[src/rtl/nfa_wa_pkg.sv]
// Shared types and codes for the NFA word acceptor.
package nfa_wa_pkg;

  localparam int MAX_LIVE = 64;
  localparam int CFG_W    = 64;

  localparam logic [1:0] CMD_ADD  = 2'd0;
  localparam logic [1:0] CMD_FEED = 2'd1;
  localparam logic [1:0] CMD_END  = 2'd2;

  typedef struct packed {
    logic [1:0] cmd;
    logic [5:0] from_state;
    logic [5:0] to_state;
    logic [7:0] symbol;
  } nfa_wa_item_t;

  typedef struct packed {
    logic accepted;
    logic any_active;
  } nfa_wa_result_t;

  // controller -> datapath
  typedef struct packed {
    logic load;
    logic clr_step;
    logic add_rd;
    logic add_wr;
    logic scan_init;
    logic scan_step;
    logic scan_commit;
    logic word_end;
  } nfa_wa_cmd_t;

  // datapath -> controller
  typedef struct packed {
    logic clr_last;
    logic scan_last;
    logic res_full;
  } nfa_wa_status_t;

endpackage

[src/rtl/nfa_wa_ctrl.sv]
// Sequencer for table clearing, transition insert, symbol scan and end of word.
module nfa_wa_ctrl (
  input  logic                     clk,
  input  logic                     rst,
  input  logic                     item_valid,
  input  logic [1:0]               item_cmd,
  output logic                     item_stall,
  input  nfa_wa_pkg::nfa_wa_status_t status,
  output nfa_wa_pkg::nfa_wa_cmd_t    cmd
);
  import nfa_wa_pkg::*;

  typedef enum logic [2:0] {
    S_CLEAR,
    S_IDLE,
    S_ADD_RD,
    S_ADD_WR,
    S_SCAN,
    S_COMMIT
  } state_t;

  state_t state;
  state_t state_next;
  logic   accept;

  // an end-of-word request waits until the previous result is taken
  assign item_stall = (state != S_IDLE) || (status.res_full && item_cmd == CMD_END);
  assign accept     = item_valid && !item_stall;

  always_comb begin
    state_next = state;
    cmd        = '0;
    case (state)
      S_CLEAR: begin
        cmd.clr_step = 1'b1;
        if (status.clr_last) state_next = S_IDLE;
      end
      S_IDLE: begin
        if (accept) begin
          cmd.load = 1'b1;
          case (item_cmd)
            CMD_ADD: state_next = S_ADD_RD;
            CMD_FEED: begin
              cmd.scan_init = 1'b1;
              state_next    = S_SCAN;
            end
            CMD_END: cmd.word_end = 1'b1;
            default: state_next = S_IDLE;
          endcase
        end
      end
      S_ADD_RD: begin
        cmd.add_rd = 1'b1;
        state_next = S_ADD_WR;
      end
      S_ADD_WR: begin
        cmd.add_wr = 1'b1;
        state_next = S_IDLE;
      end
      S_SCAN: begin
        cmd.scan_step = 1'b1;
        if (status.scan_last) state_next = S_COMMIT;
      end
      S_COMMIT: begin
        cmd.scan_commit = 1'b1;
        state_next      = S_IDLE;
      end
      default: state_next = S_IDLE;
    endcase
  end

  always_ff @(posedge clk) begin
    if (rst) begin
      state <= S_CLEAR;
    end else begin
      state <= state_next;
    end
  end

endmodule

[config.mk]
export PLATFORM = sky130hd
export DESIGN_NAME = nfa_wa_ctrl
export DESIGN_NICKNAME = d
export VERILOG_FILES = /design/src/rtl/nfa_wa_pkg.sv /design/src/rtl/nfa_wa_ctrl.sv
export SDC_FILE = /design/constraint.sdc
export NUM_CORES = 1
export LEC_CHECK = 0
export BUFFER_PORTS_ARGS = -buffer_cell sky130_fd_sc_hd__clkbuf_2
export CORE_AREA = 5 5 42 44
export CTS_CLUSTER_DIAMETER = 60
export DETAILED_ROUTE_END_ITERATION = 10
export DIE_AREA = 0 0 47 49
export GPL_TIMING_DRIVEN = 0
export SETUP_SLACK_MARGIN = 0.05
export SYNTH_ARGS = -nofsm -noshare
export SYNTH_HDL_FRONTEND = slang
export SYNTH_SLANG_ARGS = --single-unit
[constraint.sdc]
create_clock -name clk -period 1.8 [get_ports clk]
set_clock_uncertainty 0.05 [all_clocks]
set_input_delay 0.09 -clock clk [delete_from_list [all_inputs] [get_ports clk]]
set_output_delay 0.09 -clock clk [all_outputs]
set_load 0.1 [all_outputs]
==> results of run 1 <==
==> through the flow <==
step	hold slack (ps)	utilization [%]	TNS, ps
detailed placement	248	29.0	0
global route	186	33.4	0
CTS	149	32.0	0
finish	153	33.4	0
global placement	247	29.0	0
floorplan	105	-	-390
==> cells in the final DEF, fill, tap and decap left out <==
cell type and count:
mux2_1 1, a211oi_2 1, nor3_4 1, or3b_1 1, nor4b_4 1, clkbuf_4 4
nor2b_1 2, clkbuf_1 1, nand2b_4 1, nor3_2 2, buf_2 2, nand2b_1 1
inv_1 2, and3_1 1, clkbuf_2 13, nand2_1 1, nor3b_2 1, nand4bb_4 1
dlygate4sd3_1 1, a31oi_2 1, nor2_2 1, buf_4 1, dfxtp_1 3, o32ai_1 1
buf_6 2, a31oi_1 1, nor2_1 2, nor3_1 1, a311o_1 1
==> area by class of cell <==
class	count	area [um^2]
Timing Repair Buffer	17	98.8
Buffer	3	23.8
Clock buffer	4	26.3
Inverter	2	7.51
Multi-Input combinational cell	23	231
Fill cell	150	933
Tap cell	16	20.0
Sequential cell	3	60.1
==> worst max path at each step <==
stage                     startpoint          to  slack, ps  depth (start not counted)
after floorplan             state[1]      cmd[0]       -160                          3
after global placement      state[1]      cmd[0]        150                          4
after detailed placement    state[1]      cmd[0]        140                          4
after CTS                   state[1]      cmd[0]        0.2                          4
after global routing        state[1]      cmd[0]         70                          4
final                       state[2]  item_stall        150                          4
==> logic make-up (layout without fill, tap and decap cells) <==
| family | count (synthesis) | count (layout) | share of synthesized area (%) |
|---|---|---|---|
| flops | 3 | 3 | 23.4 |
| buf+inv | 5 | 26 | 12.2 |
| compound gates | 5 | 5 | 17.1 |
| simple gates | 17 | 17 | 42.9 |
| mux | 1 | 1 | 4.39 |
==> layer usage <==
layer,vias to the layer above,wire (um),global-route usage [%]
met5,-,0,0
met4,0,16,6.91
met3,2,62,2.21
met2,15,295,10.2
met1,135,335,9.19
li1,156,-,-
==> where the power goes <==
| group | leakage [uW] | internal (uW) | total, uW | switching, uW |
|---|---|---|---|---|
| clock | 0.0000150 | 83.2 | 120 | 36.9 |
| combinational | 0.000158 | 35.6 | 133 | 97.9 |
| sequential | 0.0000246 | 70.0 | 70.7 | 0.758 |
| total | 0.000197 | 189 | 324 | 136 |
==> worst register-to-register path: cells and delay by family (launching register included) <==
kind / cells / cell delay [ps]
buf+inv: 1 / 140
simple gates: 1 / 70
mux: 1 / 330
flops: 1 / 320
compound gates: 1 / 260
==> timing repair <==
action	in CTS	in global routing
hold endpoints to repair	1	0
pin swaps	0	0
resized for setup	2	5
setup endpoints to repair	2	3
hold buffers	1	0
==> results.md, run 1 <==
* Top flop regs: state (3)
* Outcome: completed
* Crit-path cells: buf_6, nand2b_4, a311o_1, clkbuf_2
* Clk_lat worst skew at 230 ps
* Pwr Density at 693 nW/um^2
* MaxCap Viol Count at 0
* Die area at 2300 um^2
* GRT Util Overall at 7.59%
* Commonest cells in the synthesized netlist: nor3_1, dfxtp_1, nor2_1
* P&R area growth vs syn at 82.4%
* Total gr overflow at 0
* Kind of critical path: reg2out
* Wire per inst at 10.4 um
* Tightest Pin Transition at 543 ps
* Sequential area share after synthesis at 23.4%
* Post-Layout Cell Count at 68
* Vias/cell at 4.53
* R2R Setup Slk at 530 ps
* Antenna violations before repair at 0
* Placed cells at 63
* Nets at 61
* Post-DP HPWL at 539 um
* First-pass iteration count of the detailed router at 2
* Largest net degree at the start of global routing at 11
* Die W at 47 um
* Synthesized flop and latch total at 3
* Post-synthesis cell count at 31
* Chip height at 49 um
* Max reg flops at 3
* Crit-path max FO at 9
* Setup WS post-layout at 153 ps
* Max VDD drop at 0.314 mV
* TritonCTS clock tree: done
* Fin crit share at 91.5%
* RePlAce Congestion at 0.734
* Period minus WS final at 1650 ps
* Worst hold stages at 3
* Drt drc at 0
* Finish-stage setup viols at 0
* Setup crit end kind: output pin
* Power Total at 324 uW
* DP Area at 407 um^2
* Final wirelength at 709 um
* RSZ-0062 raised after global routing: false
* Cell area after layout at 468 um^2
* Diode count at 0
* Family with the most delay on the worst path: buffers and inverters
* Crit path arrival time at 1510 ps
* Global-route wire length before repair at 1.24 mm
* CP max stage delay at 370 ps
* Port bufs at 16
* Mapped cell area at 256 um^2
* Avg Cell Area, Syn at 8.27 um^2
* Share of layout cells above drive strength 1 at 61.5%
* Yosys warning total at 0
* Most frequent cell after synthesis: nor3_1
* H-tree depth at 1
* Top-area cell type share of the netlist area at 23.4%
* Startpoint Class: flip-flop
* Hold Violations, Final at 0
* Crit path max-delay cell type: clkbuf_2
* Top_reg_cell synth: dfxtp_1
* Leak Pwr at 0.000197 uW
* Synth area leader: dfxtp_1
* Hold EP: state[0]
* FF-to-FF End: state[0]
* Worst-path clk slew at 40 ps
* Slew margin rel. at 63.9%
* Synthesized netlist net count at 39
* Reg-to-Reg Start: state[2]
* Iteration-0 DRC Markers at 1
* Site Rows at 14
* Initial core utilization at 18.3%
* Cell count of the worst reg-to-reg path at 4
* Worst slack, placed at 136 ps
* Min-Delay Path Class: in2reg
* Largest cells by area after synthesis: dfxtp_1, nor3_1, nand2b_4
* I/O pin count at 17
* Clock Sinks at 3
* Antenna-violating nets left at 0
* Hold wc startpoint: item_cmd[1]
* Max Slew Vio Count at 0
* CTS Buffer Depth at 2
* Maximum clock frequency at 607 MHz
* Biggest register: state
* Clk root buf: clkbuf_4
* Number of global-route vias before repair at 302
* Via count at 308
* TritonCTS Buffers at 3
* Worst EP required at 1660 ps
* Post-synth EDFFs at 0
* CP Buf/Inv Count at 2
* Setup bufs post-CTS at 0
* Core area at 1400 um^2
* Synth cell types at 21
* Post-synth ARST share at 0%
Power figures use the tool's default switching activity.
==> inputs of run 2 (changes only) <==
- CTS_BUF_LIST: not set -> sky130_fd_sc_hd__clkbuf_4
==> run 2 against run 1 <==
Sequential power hardly changed. Worst setup slack improved by 1.6 ps. Non-clock buffer count stayed put.
==> results.md, run 2 (synthesized netlist as in run 1, its figures left out) <==
* Die area at 2300 um^2
* Top flop regs: state (3)
* Worst-path clk slew at 40 ps
* Clk pwr share at 39.6%
* Finish-stage setup viols at 0
* Clk_lat worst skew at 230 ps
* I/O pin count at 17
* Worst hold stages at 3
* Site Rows at 14
* Wire per inst at 10.4 um
* Hold wc startpoint: item_cmd[1]
* Slew margin rel. at 63.9%
* Nets at 61
* MaxCap Viol Count at 0
* Max Slew Vio Count at 0
* Via count at 307
* Biggest register: state
* Min-Delay Path Class: in2reg
* Cell count of the worst reg-to-reg path at 4
* Combinational share of power at 39.5%
* Power Total at 338 uW
* Maximum clock frequency at 608 MHz
* Outcome: completed
* Sequential share of power at 20.9%
* RePlAce Congestion at 0.734
* Leading cell type in the layout, fill and taps excluded: clkbuf_2
* Iteration-0 DRC Markers at 1
* Startpoint Class: flip-flop
* Setup crit end kind: output pin
* Crit-path max FO at 9
* Diode count at 0
* Setup bufs post-CTS at 0
* Sw frac at 39.7%
* Crit path arrival time at 1510 ps
* Die W at 47 um
* Kind of critical path: reg2out
* Core area at 1400 um^2
* Largest net degree at the start of global routing at 11
* Vias/cell at 4.51
* Number of global-route vias before repair at 298
* Internal Pwr Total at 204 uW
* Pwr Density at 717 nW/um^2
* Chip height at 49 um
* FF-to-FF End: state[0]
* Hold EP: state[0]
* Tightest Pin Transition at 543 ps
* Clk root buf: clkbuf_4
* Antenna-violating nets left at 0
* RSZ-0062 raised after global routing: true
* Antenna violations before repair at 0
* Clock Sinks at 3
* Initial core utilization at 18.3%
* CTS Buffer Depth at 2
* Max VDD drop at 0.314 mV
* TritonCTS Buffers at 3
* Final wirelength at 705 um
* Period minus WS final at 1650 ps
* Sw Pwr at 134 uW
* Share of layout cells above drive strength 1 at 63.5%
* P&R area growth vs syn at 83.9%
* H-tree depth at 1
* TNS Setup at 0 ps
* Post-DP HPWL at 539 um
* Fin crit share at 91.4%
* Reg-to-Reg Start: state[2]
* Total gr overflow at 0
* GRT Util Overall at 7.52%
* Max reg flops at 3
* Most frequent cells in the layout: clkbuf_2, clkbuf_4, dfxtp_1
* Hold Violations, Final at 0
* Port bufs at 16
* Leak Pwr at 0.000200 uW
* Worst EP required at 1660 ps
* Global-route wire length before repair at 1.26 mm
* Drt drc at 0
* TritonCTS clock tree: done
* R2R Setup Slk at 530 ps
* First-pass iteration count of the detailed router at 2
## run 2: changes by cell type in the layout (fill, tap and decap cells not counted), sizes merged
cell and change:
clkbuf +1, buf -1
## run 2: worst max-delay path by stage
stage,startpoint,endpoint,slack [ps]
2_1_floorplan,state[1],cmd[0],-160
3_3_place_gp,state[1],cmd[0],150
3_5_place_dp,state[1],cmd[0],140
4_1_cts,state[1],cmd[0],3
5_1_grt,state[1],cmd[5],50
6_report,state[2],item_stall,150
## run 2: area by class of cell
cell class	count	area, um^2
Fill cell	150	930
Multi-Input combinational cell	23	231
Timing Repair Buffer	17	98.8
Sequential cell	3	60.1
Clock buffer	4	30.0
Buffer	3	23.8
Tap cell	16	20.0
Inverter	2	7.51
## run 2: through the flow
stage | util (%) | cell area (um^2) | cells | setup slack [ps] | hold WS, ps
finish | 33.7 | 472 | 68 | 155 | 156
global route | 33.7 | 472 | 68 | 50.7 | 185
CTS | 32.2 | 452 | 68 | 2.71 | 151
detailed placement | 29.0 | 407 | 63 | 136 | 248
global placement | 29.0 | 407 | 63 | 151 | 247
floorplan | - | 307 | 31 | -164 | 105
## run 2: worst max-delay path, stage by stage, from the launching register on
cell and delay (ps):
dfxtp_1 300, buf_6 130, nand2b_4 160, a311o_1 310, clkbuf_2 370
## run 2: routing by layer
layer  vias up  global-route usage, %  share of wire [%]
met5         -                      0                  0
met1       134                   9.41                 47
met2        15                   10.4                 42
met3         2                   2.21                8.8
met4         0                   5.53                2.3
li1        156                      -                  -
## run 2: repair_timing
action                                 CTS  global route
setup endpoints to repair                2             2
gates resized for setup                  2             4
hold buffers                             1             0
endpoints found under the hold margin    1             0
cloned                                   0             0
pin swaps                                0             0
## run 2: power groups by stage
stage	Clock, uW	Sequential (uW)	Combinational, uW
after global placement	0	71.7	127
after detailed placement	0	71.8	127
after CTS	139	70.8	130
final	134	70.7	133
after floorplan	0	71.7	102
after global routing	150	71.0	142
